==> src/rtl/vbt_pkg.sv <==
// Shared types and constants for the variometer beep tone controller.
// No dependencies; used by the divider, the top level and the checker.
package vbt_pkg;

    // Item field widths
    localparam int CLIMB_W = 12;
    localparam int TIME_W  = 32;
    localparam int TONE_W  = 11;
    localparam int MODE_W  = 2;
    localparam int GAP_W   = 10;
    localparam int S_DATA_W = 48;
    localparam int M_DATA_W = 16;

    // Configuration register widths and port
    localparam int LIFT_THR_W = 9;
    localparam int SINK_THR_W = 12;
    localparam int CONFIRM_W  = 4;
    localparam int BEEP_LEN_W = 10;
    localparam int CFG_IDX_W  = 3;
    localparam int CFG_DATA_W = 12;

    // Register indexes
    localparam logic [CFG_IDX_W-1:0] REG_LIFT_THR  = 3'd0;
    localparam logic [CFG_IDX_W-1:0] REG_SINK_THR  = 3'd1;
    localparam logic [CFG_IDX_W-1:0] REG_LIFT_CONF = 3'd2;
    localparam logic [CFG_IDX_W-1:0] REG_SINK_CONF = 3'd3;
    localparam logic [CFG_IDX_W-1:0] REG_BEEP_LEN  = 3'd4;
    localparam logic [CFG_IDX_W-1:0] REG_SINK_TONE = 3'd5;

    // Audio modes
    localparam logic [MODE_W-1:0] MODE_SILENT = 2'd0;
    localparam logic [MODE_W-1:0] MODE_LIFT   = 2'd1;
    localparam logic [MODE_W-1:0] MODE_SINK   = 2'd2;
    localparam logic [MODE_W-1:0] MODE_BAD    = 2'd3;

    // Run counters
    localparam int RUN_W = 4;
    localparam logic [RUN_W-1:0] RUN_MAX = 4'd15;

    // Map constants
    localparam int MAP_IN_HIGH  = 500;
    localparam int GAP_SLOW_MS  = 600;
    localparam int GAP_FAST_MS  = 80;
    localparam int TONE_LOW_HZ  = 800;
    localparam int TONE_HIGH_HZ = 1500;
    localparam int GAP_SPAN     = GAP_SLOW_MS - GAP_FAST_MS;
    localparam int TONE_SPAN    = TONE_HIGH_HZ - TONE_LOW_HZ;
    localparam int K_W          = 10;

    // Reset values of the configuration registers
    localparam int RST_LIFT_THR  = 30;
    localparam int RST_SINK_THR  = -200;
    localparam int RST_CONFIRM   = 5;
    localparam int RST_BEEP_LEN  = 80;
    localparam int RST_SINK_TONE = 300;

    // Divider: |d| * 700 stays below 2^21, |span| is at most 500
    localparam int NUM_W = 21;
    localparam int DEN_W = 9;
    localparam int CNT_W = 5;

    typedef struct packed {
        logic             start;
        logic [NUM_W-1:0] num;
        logic [DEN_W-1:0] den;
    } div_req_t;

    typedef struct packed {
        logic busy;
        logic done;
    } div_stat_t;

endpackage

==> src/rtl/vbt_divider.sv <==
// Restoring unsigned divider, one quotient bit per cycle.
// Depends on vbt_pkg for widths and the request/status structs.
module vbt_divider (
    input  logic                      aclk,
    input  logic                      aresetn,
    input  vbt_pkg::div_req_t         req,
    output vbt_pkg::div_stat_t        stat,
    output logic [vbt_pkg::NUM_W-1:0] quotient
);

    localparam int NUM_W = vbt_pkg::NUM_W;
    localparam int DEN_W = vbt_pkg::DEN_W;
    localparam int CNT_W = vbt_pkg::CNT_W;

    logic [DEN_W-1:0] rem_reg;
    logic [NUM_W-1:0] quo_reg;
    logic [DEN_W-1:0] den_reg;
    logic [CNT_W-1:0] cnt_reg;
    logic             busy_reg;
    logic             done_reg;

    logic [DEN_W:0]   shifted;
    logic [DEN_W+1:0] diff;
    logic             q_bit;
    logic [DEN_W-1:0] rem_next;

    always_comb begin
        shifted  = {rem_reg, quo_reg[NUM_W-1]};
        diff     = {1'b0, shifted} - {2'b00, den_reg};
        q_bit    = ~diff[DEN_W+1];
        // remainder stays below the divisor, so it fits the divisor width
        rem_next = q_bit ? diff[DEN_W-1:0] : shifted[DEN_W-1:0];
    end

    always_ff @(posedge aclk) begin
        if (!aresetn) begin
            busy_reg <= 1'b0;
            done_reg <= 1'b0;
            cnt_reg  <= '0;
        end else begin
            done_reg <= busy_reg && (cnt_reg == '0);
            if (busy_reg) begin
                cnt_reg <= cnt_reg - 1'b1;
                if (cnt_reg == '0) begin
                    busy_reg <= 1'b0;
                end
            end else if (req.start) begin
                busy_reg <= 1'b1;
                cnt_reg  <= CNT_W'(NUM_W - 1);
            end
        end
    end

    always_ff @(posedge aclk) begin
        if (busy_reg) begin
            rem_reg <= rem_next;
            quo_reg <= {quo_reg[NUM_W-2:0], q_bit};
        end else if (req.start) begin
            rem_reg <= '0;
            quo_reg <= req.num;
            den_reg <= req.den;
        end
    end

    assign stat.busy = busy_reg;
    assign stat.done = done_reg;
    assign quotient  = quo_reg;

endmodule

==> src/rtl/vario_beep_tone_controller.sv <==
// Accept to result: decide, then the beat update, if lift is not confirmed or the lift span is zero;
// if lift is confirmed: decide, two divider passes of 21 quotient steps, each ending in a done strobe,
// then the beat update. The beat update waits while an unaccepted result holds the output register.
// The input is not ready while an item is at work, so a new item waits until the last one is through.
// A finished result waits in the output register while the next item is accepted.
// Reset (synchronous, aresetn low): counters, tone state and time stamp clear, config
// registers return to their defaults, no result is pending.
module vario_beep_tone_controller (
    input  logic                           aclk,
    input  logic                           aresetn,
    // s_tdata fields, low bit up: climb_cms[11:0], now_ms[43:12], zero pad [47:44]
    input  logic                           s_tvalid,
    output logic                           s_tready,
    input  logic [vbt_pkg::S_DATA_W-1:0]   s_tdata,
    // m_tdata fields, low bit up: buzzer_on[0], tone_hz[11:1], audio_mode[13:12], zero pad
    output logic                           m_tvalid,
    input  logic                           m_tready,
    output logic [vbt_pkg::M_DATA_W-1:0]   m_tdata,
    input  logic                           cfg_valid,
    output logic                           cfg_ready,
    input  logic [vbt_pkg::CFG_IDX_W-1:0]  cfg_index,
    input  logic [vbt_pkg::CFG_DATA_W-1:0] cfg_data
);

    localparam int CLIMB_W = vbt_pkg::CLIMB_W;
    localparam int TIME_W  = vbt_pkg::TIME_W;
    localparam int TONE_W  = vbt_pkg::TONE_W;
    localparam int MODE_W  = vbt_pkg::MODE_W;
    localparam int GAP_W   = vbt_pkg::GAP_W;
    localparam int RUN_W   = vbt_pkg::RUN_W;
    localparam int NUM_W   = vbt_pkg::NUM_W;
    localparam int DEN_W   = vbt_pkg::DEN_W;
    localparam int K_W     = vbt_pkg::K_W;
    localparam int D_W     = CLIMB_W + 1;
    localparam int QS_W    = NUM_W + 2;

    localparam logic [2:0] ST_IDLE     = 3'd0;
    localparam logic [2:0] ST_DECIDE   = 3'd1;
    localparam logic [2:0] ST_DIV_GAP  = 3'd2;
    localparam logic [2:0] ST_DIV_TONE = 3'd3;
    localparam logic [2:0] ST_BEAT     = 3'd4;

    logic [2:0] state_reg, state_next;

    // configuration
    logic [vbt_pkg::LIFT_THR_W-1:0]        lift_thr_reg;
    logic signed [vbt_pkg::SINK_THR_W-1:0] sink_thr_reg;
    logic [vbt_pkg::CONFIRM_W-1:0]         lift_conf_reg;
    logic [vbt_pkg::CONFIRM_W-1:0]         sink_conf_reg;
    logic [vbt_pkg::BEEP_LEN_W-1:0]        beep_len_reg;
    logic [TONE_W-1:0]                     sink_tone_reg;

    // controller state
    logic [RUN_W-1:0]  lift_run_reg, sink_run_reg;
    logic              sounding_reg;
    logic [TIME_W-1:0] last_change_reg;
    logic [TONE_W-1:0] cur_tone_reg;

    // item in work
    logic signed [CLIMB_W-1:0] climb_reg;
    logic [TIME_W-1:0]         now_reg;
    logic [GAP_W-1:0]          gap_reg;
    logic [TONE_W-1:0]         hz_reg;

    logic                      out_valid_reg;
    logic [vbt_pkg::M_DATA_W-1:0] out_data_reg;

    vbt_pkg::div_req_t  div_req;
    vbt_pkg::div_stat_t div_stat;
    logic [NUM_W-1:0]   div_q;

    vbt_divider u_div (
        .aclk     (aclk),
        .aresetn  (aresetn),
        .req      (div_req),
        .stat     (div_stat),
        .quotient (div_q)
    );

    // input decode
    logic signed [CLIMB_W-1:0] climb_in;
    logic signed [D_W-1:0]     climb_in_ext, thr_ext;
    logic                      in_lift, in_sink, accept;

    assign climb_in     = signed'(s_tdata[CLIMB_W-1:0]);
    assign climb_in_ext = D_W'(climb_in);
    assign thr_ext      = signed'({{(D_W - vbt_pkg::LIFT_THR_W){1'b0}}, lift_thr_reg});
    assign in_lift      = climb_in_ext > thr_ext;
    assign in_sink      = climb_in < sink_thr_reg;
    assign accept       = s_tvalid && s_tready;
    assign s_tready     = (state_reg == ST_IDLE);
    assign cfg_ready    = 1'b1;

    // map operands
    logic signed [D_W-1:0]   d_val;
    logic [CLIMB_W-1:0]      d_mag;
    logic signed [DEN_W:0]   span;
    logic [DEN_W-1:0]        span_mag;
    logic                    q_neg;
    logic [K_W-1:0]          mul_k;
    logic [CLIMB_W+K_W-1:0]  prod;
    logic signed [QS_W-1:0]  q_signed, gap_raw, tone_raw;
    logic [GAP_W-1:0]        gap_clamped;
    logic [TONE_W-1:0]       tone_clamped;
    logic                    lift_ok, sink_ok;

    always_comb begin
        d_val    = D_W'(climb_reg) - thr_ext;
        d_mag    = d_val[D_W-1] ? CLIMB_W'(-d_val) : CLIMB_W'(d_val);
        span     = (DEN_W+1)'(vbt_pkg::MAP_IN_HIGH) - signed'({1'b0, lift_thr_reg});
        span_mag = span[DEN_W] ? DEN_W'(-span) : DEN_W'(span);
        q_neg    = d_val[D_W-1] ^ span[DEN_W];
        mul_k    = (state_reg == ST_DECIDE) ? K_W'(vbt_pkg::GAP_SPAN) : K_W'(vbt_pkg::TONE_SPAN);
        prod     = d_mag * mul_k;

        q_signed = q_neg ? -signed'(QS_W'(div_q)) : signed'(QS_W'(div_q));
        gap_raw  = QS_W'(vbt_pkg::GAP_SLOW_MS) - q_signed;
        tone_raw = QS_W'(vbt_pkg::TONE_LOW_HZ) + q_signed;

        if (gap_raw < QS_W'(vbt_pkg::GAP_FAST_MS)) begin
            gap_clamped = GAP_W'(vbt_pkg::GAP_FAST_MS);
        end else if (gap_raw > QS_W'(vbt_pkg::GAP_SLOW_MS)) begin
            gap_clamped = GAP_W'(vbt_pkg::GAP_SLOW_MS);
        end else begin
            gap_clamped = gap_raw[GAP_W-1:0];
        end

        if (tone_raw < QS_W'(vbt_pkg::TONE_LOW_HZ)) begin
            tone_clamped = TONE_W'(vbt_pkg::TONE_LOW_HZ);
        end else if (tone_raw > QS_W'(vbt_pkg::TONE_HIGH_HZ)) begin
            tone_clamped = TONE_W'(vbt_pkg::TONE_HIGH_HZ);
        end else begin
            tone_clamped = tone_raw[TONE_W-1:0];
        end

        lift_ok = lift_run_reg >= lift_conf_reg;
        sink_ok = sink_run_reg >= sink_conf_reg;
    end

    logic beat_fire;
    assign beat_fire = (state_reg == ST_BEAT) && (!out_valid_reg || m_tready);

    // sequencer
    always_comb begin
        state_next    = state_reg;
        div_req.start = 1'b0;
        div_req.num   = prod[NUM_W-1:0];
        div_req.den   = span_mag;
        unique case (state_reg)
            ST_IDLE: begin
                if (accept) state_next = ST_DECIDE;
            end
            ST_DECIDE: begin
                if (lift_ok && span != '0) begin
                    div_req.start = 1'b1;
                    state_next    = ST_DIV_GAP;
                end else begin
                    state_next = ST_BEAT;
                end
            end
            ST_DIV_GAP: begin
                if (div_stat.done) begin
                    div_req.start = 1'b1;
                    state_next    = ST_DIV_TONE;
                end
            end
            ST_DIV_TONE: begin
                if (div_stat.done) state_next = ST_BEAT;
            end
            ST_BEAT: begin
                if (beat_fire) state_next = ST_IDLE;
            end
            default: state_next = ST_IDLE;
        endcase
    end

    // beat rules
    logic [TIME_W-1:0] elapsed;
    logic              sounding_next;
    logic [TIME_W-1:0] last_change_next;
    logic [TONE_W-1:0] cur_tone_next;
    logic [MODE_W-1:0] mode;

    always_comb begin
        elapsed          = now_reg - last_change_reg;
        sounding_next    = sounding_reg;
        last_change_next = last_change_reg;
        cur_tone_next    = cur_tone_reg;
        if (lift_ok) begin
            mode = vbt_pkg::MODE_LIFT;
            if (!sounding_reg && elapsed > TIME_W'(gap_reg)) begin
                cur_tone_next    = hz_reg;
                sounding_next    = 1'b1;
                last_change_next = now_reg;
            end else if (sounding_reg && elapsed > TIME_W'(beep_len_reg)) begin
                sounding_next    = 1'b0;
                last_change_next = now_reg;
            end
        end else if (sink_ok) begin
            mode = vbt_pkg::MODE_SINK;
            if (!sounding_reg) begin
                cur_tone_next = sink_tone_reg;
                sounding_next = 1'b1;
            end
        end else begin
            mode          = vbt_pkg::MODE_SILENT;
            sounding_next = 1'b0;
        end
    end

    always_ff @(posedge aclk) begin
        if (!aresetn) begin
            state_reg       <= ST_IDLE;
            lift_run_reg    <= '0;
            sink_run_reg    <= '0;
            sounding_reg    <= 1'b0;
            last_change_reg <= '0;
            cur_tone_reg    <= '0;
            out_valid_reg   <= 1'b0;
        end else begin
            state_reg <= state_next;
            if (accept) begin
                if (in_lift) begin
                    if (lift_run_reg < vbt_pkg::RUN_MAX) lift_run_reg <= lift_run_reg + 1'b1;
                    sink_run_reg <= '0;
                end else if (in_sink) begin
                    if (sink_run_reg < vbt_pkg::RUN_MAX) sink_run_reg <= sink_run_reg + 1'b1;
                    lift_run_reg <= '0;
                end else begin
                    lift_run_reg <= '0;
                    sink_run_reg <= '0;
                end
            end
            if (beat_fire) begin
                out_valid_reg   <= 1'b1;
                sounding_reg    <= sounding_next;
                last_change_reg <= last_change_next;
                cur_tone_reg    <= cur_tone_next;
            end else if (m_tvalid && m_tready) begin
                out_valid_reg <= 1'b0;
            end
        end
    end

    // payload registers
    always_ff @(posedge aclk) begin
        if (accept) begin
            climb_reg <= climb_in;
            now_reg   <= s_tdata[CLIMB_W +: TIME_W];
        end
        if (state_reg == ST_DECIDE) begin
            // zero span takes the map's end values
            gap_reg <= GAP_W'(vbt_pkg::GAP_FAST_MS);
            hz_reg  <= TONE_W'(vbt_pkg::TONE_HIGH_HZ);
        end
        if (state_reg == ST_DIV_GAP && div_stat.done) gap_reg <= gap_clamped;
        if (state_reg == ST_DIV_TONE && div_stat.done) hz_reg <= tone_clamped;
        if (beat_fire) begin
            out_data_reg <= {2'b00, mode, cur_tone_next, sounding_next};
        end
    end

    // configuration writes
    always_ff @(posedge aclk) begin
        if (!aresetn) begin
            lift_thr_reg  <= vbt_pkg::LIFT_THR_W'(vbt_pkg::RST_LIFT_THR);
            sink_thr_reg  <= vbt_pkg::SINK_THR_W'(vbt_pkg::RST_SINK_THR);
            lift_conf_reg <= vbt_pkg::CONFIRM_W'(vbt_pkg::RST_CONFIRM);
            sink_conf_reg <= vbt_pkg::CONFIRM_W'(vbt_pkg::RST_CONFIRM);
            beep_len_reg  <= vbt_pkg::BEEP_LEN_W'(vbt_pkg::RST_BEEP_LEN);
            sink_tone_reg <= TONE_W'(vbt_pkg::RST_SINK_TONE);
        end else if (cfg_valid && cfg_ready) begin
            unique case (cfg_index)
                vbt_pkg::REG_LIFT_THR:  lift_thr_reg  <= cfg_data[vbt_pkg::LIFT_THR_W-1:0];
                vbt_pkg::REG_SINK_THR:  sink_thr_reg  <= signed'(cfg_data);
                vbt_pkg::REG_LIFT_CONF: lift_conf_reg <= cfg_data[vbt_pkg::CONFIRM_W-1:0];
                vbt_pkg::REG_SINK_CONF: sink_conf_reg <= cfg_data[vbt_pkg::CONFIRM_W-1:0];
                vbt_pkg::REG_BEEP_LEN:  beep_len_reg  <= cfg_data[vbt_pkg::BEEP_LEN_W-1:0];
                vbt_pkg::REG_SINK_TONE: sink_tone_reg <= cfg_data[TONE_W-1:0];
                default: ;  // drop writes beyond the register list
            endcase
        end
    end

    assign m_tvalid = out_valid_reg;
    assign m_tdata  = out_data_reg;

endmodule

==> config.mk <==
export PLATFORM = sky130hd
export DESIGN_NAME = vario_beep_tone_controller
export DESIGN_NICKNAME = d
export VERILOG_FILES = /design/src/rtl/vbt_pkg.sv /design/src/rtl/vbt_divider.sv /design/src/rtl/vario_beep_tone_controller.sv
export SDC_FILE = /design/constraint.sdc
export NUM_CORES = 1
export LEC_CHECK = 0
export BUFFER_PORTS_ARGS = -buffer_cell sky130_fd_sc_hd__clkbuf_2
export CAP_MARGIN = 25
export CORE_MARGIN = 10
export CORE_UTILIZATION = 30
export CTS_BUF_LIST = sky130_fd_sc_hd__clkbuf_4
export DETAILED_ROUTE_END_ITERATION = 10
export GPL_TIMING_DRIVEN = 0
export SLEW_MARGIN = 20
export SYNTH_ARGS = -nofsm -noshare
export SYNTH_HDL_FRONTEND = slang
export SYNTH_SLANG_ARGS = --single-unit
==> constraint.sdc <==
create_clock -name aclk -period 8.8 [get_ports aclk]
set_clock_uncertainty 0.1 [all_clocks]
set_input_delay 0.88 -clock aclk [delete_from_list [all_inputs] [get_ports aclk]]
set_output_delay 0.88 -clock aclk [all_outputs]
set_load 0.005 [all_outputs]
==> results by group <==
Setup path
  • CP max-delay cell: clkbuf_1
  • End of the critical path: u_div.quotient[19]
  • WS Path Type: reg2reg
  • Most common cell on crit path: a21oi_1
  • Crit path required time: 9.19 ns
  • FF-to-FF path depth: 28
  • Crit path largest cell delay: 0.59 ns
  • Worst Setup SP: lift_thr_reg[5]
  • Crit end category: register
  • FF-to-FF End: u_div.quotient[19]
  • Crit-path max FO: 10
  • Nature of the critical path startpoint: register
  • Critical R2R Launch: lift_thr_reg[5]
  • Worst path arrival time: 8.75 ns
  • R2R Setup Slk: 0.43 ns

Min path
  • Tightest Hold Check Type: in2reg
  • Hold path startpoint: s_tdata[40]

Layout
  • Final nets: 2,579
  • Share of cells above drive strength 1: 0.111
  • Layout area overhead: 12.7%
  • # fillers: 6,548
  • Design area: 21,100 sq um

Run status
  • Status: finished clean

STA
  • Slew headroom: 0.317
  • Final Cycle Share: 0.951
  • Actual slew at the worst max-slew pin: 1.02 ns
  • Endpoints failing setup: 0
  • Slew Viols, Final: 0
  • Final hold vios: 0
  • TNS Setup: 0 ns
  • RSZ-0062 raised after global routing: no
  • Tmin final: 8.37 ns
  • Fmax: 120 MHz

Drt
  • WL final: 55.6 mm
  • DR iter-0 viols: 1,013
  • # DRC: 0
  • Routed len/inst: 17.5 um
  • DRT Pass-1 Iters: 5
  • Via density: 5.23
  • Vias: 16,600
  • DRT antenna net count: 0

Synth
  • Top FF cell, synth: edfxtp_1
  • Area leader, netlist: edfxtp_1
  • Mapped Cells: 2,131
  • Fraction of registers with async set/reset: 0
  • Post-synthesis register bit count: 231
  • Synth Warn #: 0
  • Post-synth EDFFs: 118
  • Sequential area share after synthesis: 0.310
  • Netlist cell types: 94
  • Top cell type's share of synthesized area: 0.189
  • Synth Cell Area: 18,700 sq um
  • Avg Inst Size Synth: 8.79 sq um
  • Largest cells by area after synthesis: edfxtp_1 (19%), ha_1 (13%), dfxtp_1 (12%)

CTS
  • Clock Root Buffer: clkbuf_4
  • Total CTS buffers: 66
  • CTS tree: yes
  • Clk_lat worst skew: 0.81 ns
  • Clock tree buffer depth: 3
  • CTS sink count: 231
  • # hold bufs at CTS: 0
  • Clk slew on worst S/H paths: 0.07 ns
  • H-Tree Level Count: 3

Floorplan
  • Starting Density: 0.303
  • Die Wd: 270 um
  • Die area: 72,800 sq um
  • # IOs: 87
  • Die height: 270 um
  • # rows: 91
  • Core area: 61,700 sq um

Pwr
  • Peak supply drop: 0.753 mV
  • Total power per unit cell area: 276 nW/um^2
  • Leakage: 8.52 nW

Place
  • RePlAce Congestion: 0.908
  • Post-DP HPWL: 43.7 mm
  • IO buf count: 78
  • Placed cell area: 20,200 sq um

GRT
  • Initial antenna violation count: 3
  • Largest net degree at the start of global routing: 50
  • Gr usage total: 0.148
  • Vias in the first global route: 16,300
  • Total grt overflow: 0
  • Global-route wire length before repair: 87.5 mm

Run
  • Max_cap viols: 0
==> cell families after synthesis <==
logic type	Yosys count	synth area share
and+or+nand+nor	708	0.186
AOI/OAI and AO/OA	505	0.191
buffers and inverters	291	0.0614
DFF	231	0.310
adders and majority gates	229	0.169
xor gates and xnor gates	105	0.0499
muxes	60	0.0326
other	2	0.000401
==> worst min path at each step <==
stage,cells after the start,to
after floorplan,1,u_div.cnt_reg[3]
after global placement,2,last_change_reg[16]
after detailed placement,2,last_change_reg[29]
after CTS,1,now_reg[28]
after global routing,1,now_reg[29]
final,1,now_reg[28]
==> repair_timing <==
action,CTS,global route
setup endpoints to repair,0,4
resized for setup,0,9
hold endpoints to repair,0,0
setup buffers,0,2
==> worst max-delay path, delay by kind of cell, from the launching register on <==
kind                       cells  cell delay [ns]
adders and majority gates      7             2.78
AOI/OAI and AO/OA             12             2.55
buffers and inverters          5             0.98
and+or+nand+nor                2             0.68
xor gates and xnor gates       2             0.55
DFF                            1             0.40
==> metal layers <==
metal,share of wire,up-vias,wire length (um),track usage
li1,-,8024,-,-
met1,0.47,8069,25900,0.194
met2,0.47,407,25900,0.242
met3,0.045,85,2510,0.0262
met4,0.023,0,1250,0.0497
met5,0,-,0,0
==> stage by stage <==
stage / power, mW / worst slack [ns] / hold slack [ns] / utilization / instances
after CTS: 5.87 / 0.0870 / 0.102 / 0.341 / 3166
final: 5.82 / 0.433 / 0.174 / 0.342 / 3172
after global placement: 4.70 / 0.298 / 0.342 / 0.327 / 3047
after detailed placement: 4.75 / 0.190 / 0.351 / 0.327 / 3049
after global routing: 6.43 / 0.00619 / 0.115 / 0.342 / 3171
after floorplan: 3.98 / 1.74 / 0.333 / - / 2132
==> report_power, final <==
group / leakage, nW / internal (mW) / switching (mW)
Clock: 0.511 / 0.558 / 0.499
Combinational: 6.02 / 1.47 / 1.91
Sequential: 1.99 / 1.36 / 0.0265
Total: 8.52 / 3.38 / 2.44
==> cells in the final DEF (no fill, tap or decap), types with 17 or more instances in the layout <==
cell type / n
nand2_1: 249
ha_1: 189
inv_1: 188
nor2_1: 135
edfxtp_1: 118
dfxtp_1: 113
a21oi_1: 95
clkbuf_4: 95
clkbuf_2: 80
xnor2_1: 79
o21ai_0: 74
clkbuf_1: 68
mux2i_1: 52
a21o_1: 49
nand3_1: 47
nor3_1: 46
nor2b_1: 40
fa_1: 39
and3_1: 36
a211oi_1: 34
o211ai_1: 34
a21boi_0: 33
nand4_1: 32
xor2_1: 25
o21a_1: 23
nor4_1: 22
nand2b_1: 20
buf_2: 20
a31oi_1: 17
o221ai_1: 17
==> Yosys cell counts, types with 9 or more instances <==
| library cell | instances |
|---|---|
| edfxtp_1 | 118 |
| a21boi_0 | 33 |
| o21ai_0 | 75 |
| o31a_1 | 9 |
| nand2_1 | 250 |
| buf_2 | 18 |
| inv_1 | 190 |
| o211ai_1 | 34 |
| a21oi_1 | 95 |
| nand4_1 | 32 |
| a21o_1 | 49 |
| mux2i_1 | 52 |
| ha_1 | 189 |
| a31oi_1 | 17 |
| nor2b_1 | 43 |
| and2_1 | 11 |
| clkbuf_1 | 69 |
| o211a_1 | 10 |
| o21a_1 | 23 |
| xor2_1 | 25 |
| o31ai_1 | 11 |
| a221oi_1 | 12 |
| o221ai_1 | 17 |
| o21bai_1 | 9 |
| and3_1 | 36 |
| nand2b_1 | 20 |
| nor3b_1 | 9 |
| nand3_1 | 47 |
| nor4_1 | 22 |
| a211oi_1 | 34 |
| nor2_1 | 135 |
| nor3_1 | 46 |
| fa_1 | 39 |
| dfxtp_1 | 113 |
| or4_1 | 12 |
| xnor2_1 | 79 |
==> layout make-up <==
class	instances	area (sq um)	share of cell area
Buffer	101	438	0.0208
Clock buffer	95	713	0.0338
Antenna cell	3	7.51	0.000356
Sequential cell	231	5810	0.275
Clock inverter	22	153	0.00723
Timing Repair Buffer	83	427	0.0202
Tap cell	837	1050	0.0496
Inverter	190	716	0.0339
Multi-Input combinational cell	1610	11800	0.559
(Power assumes the default switching activity.)
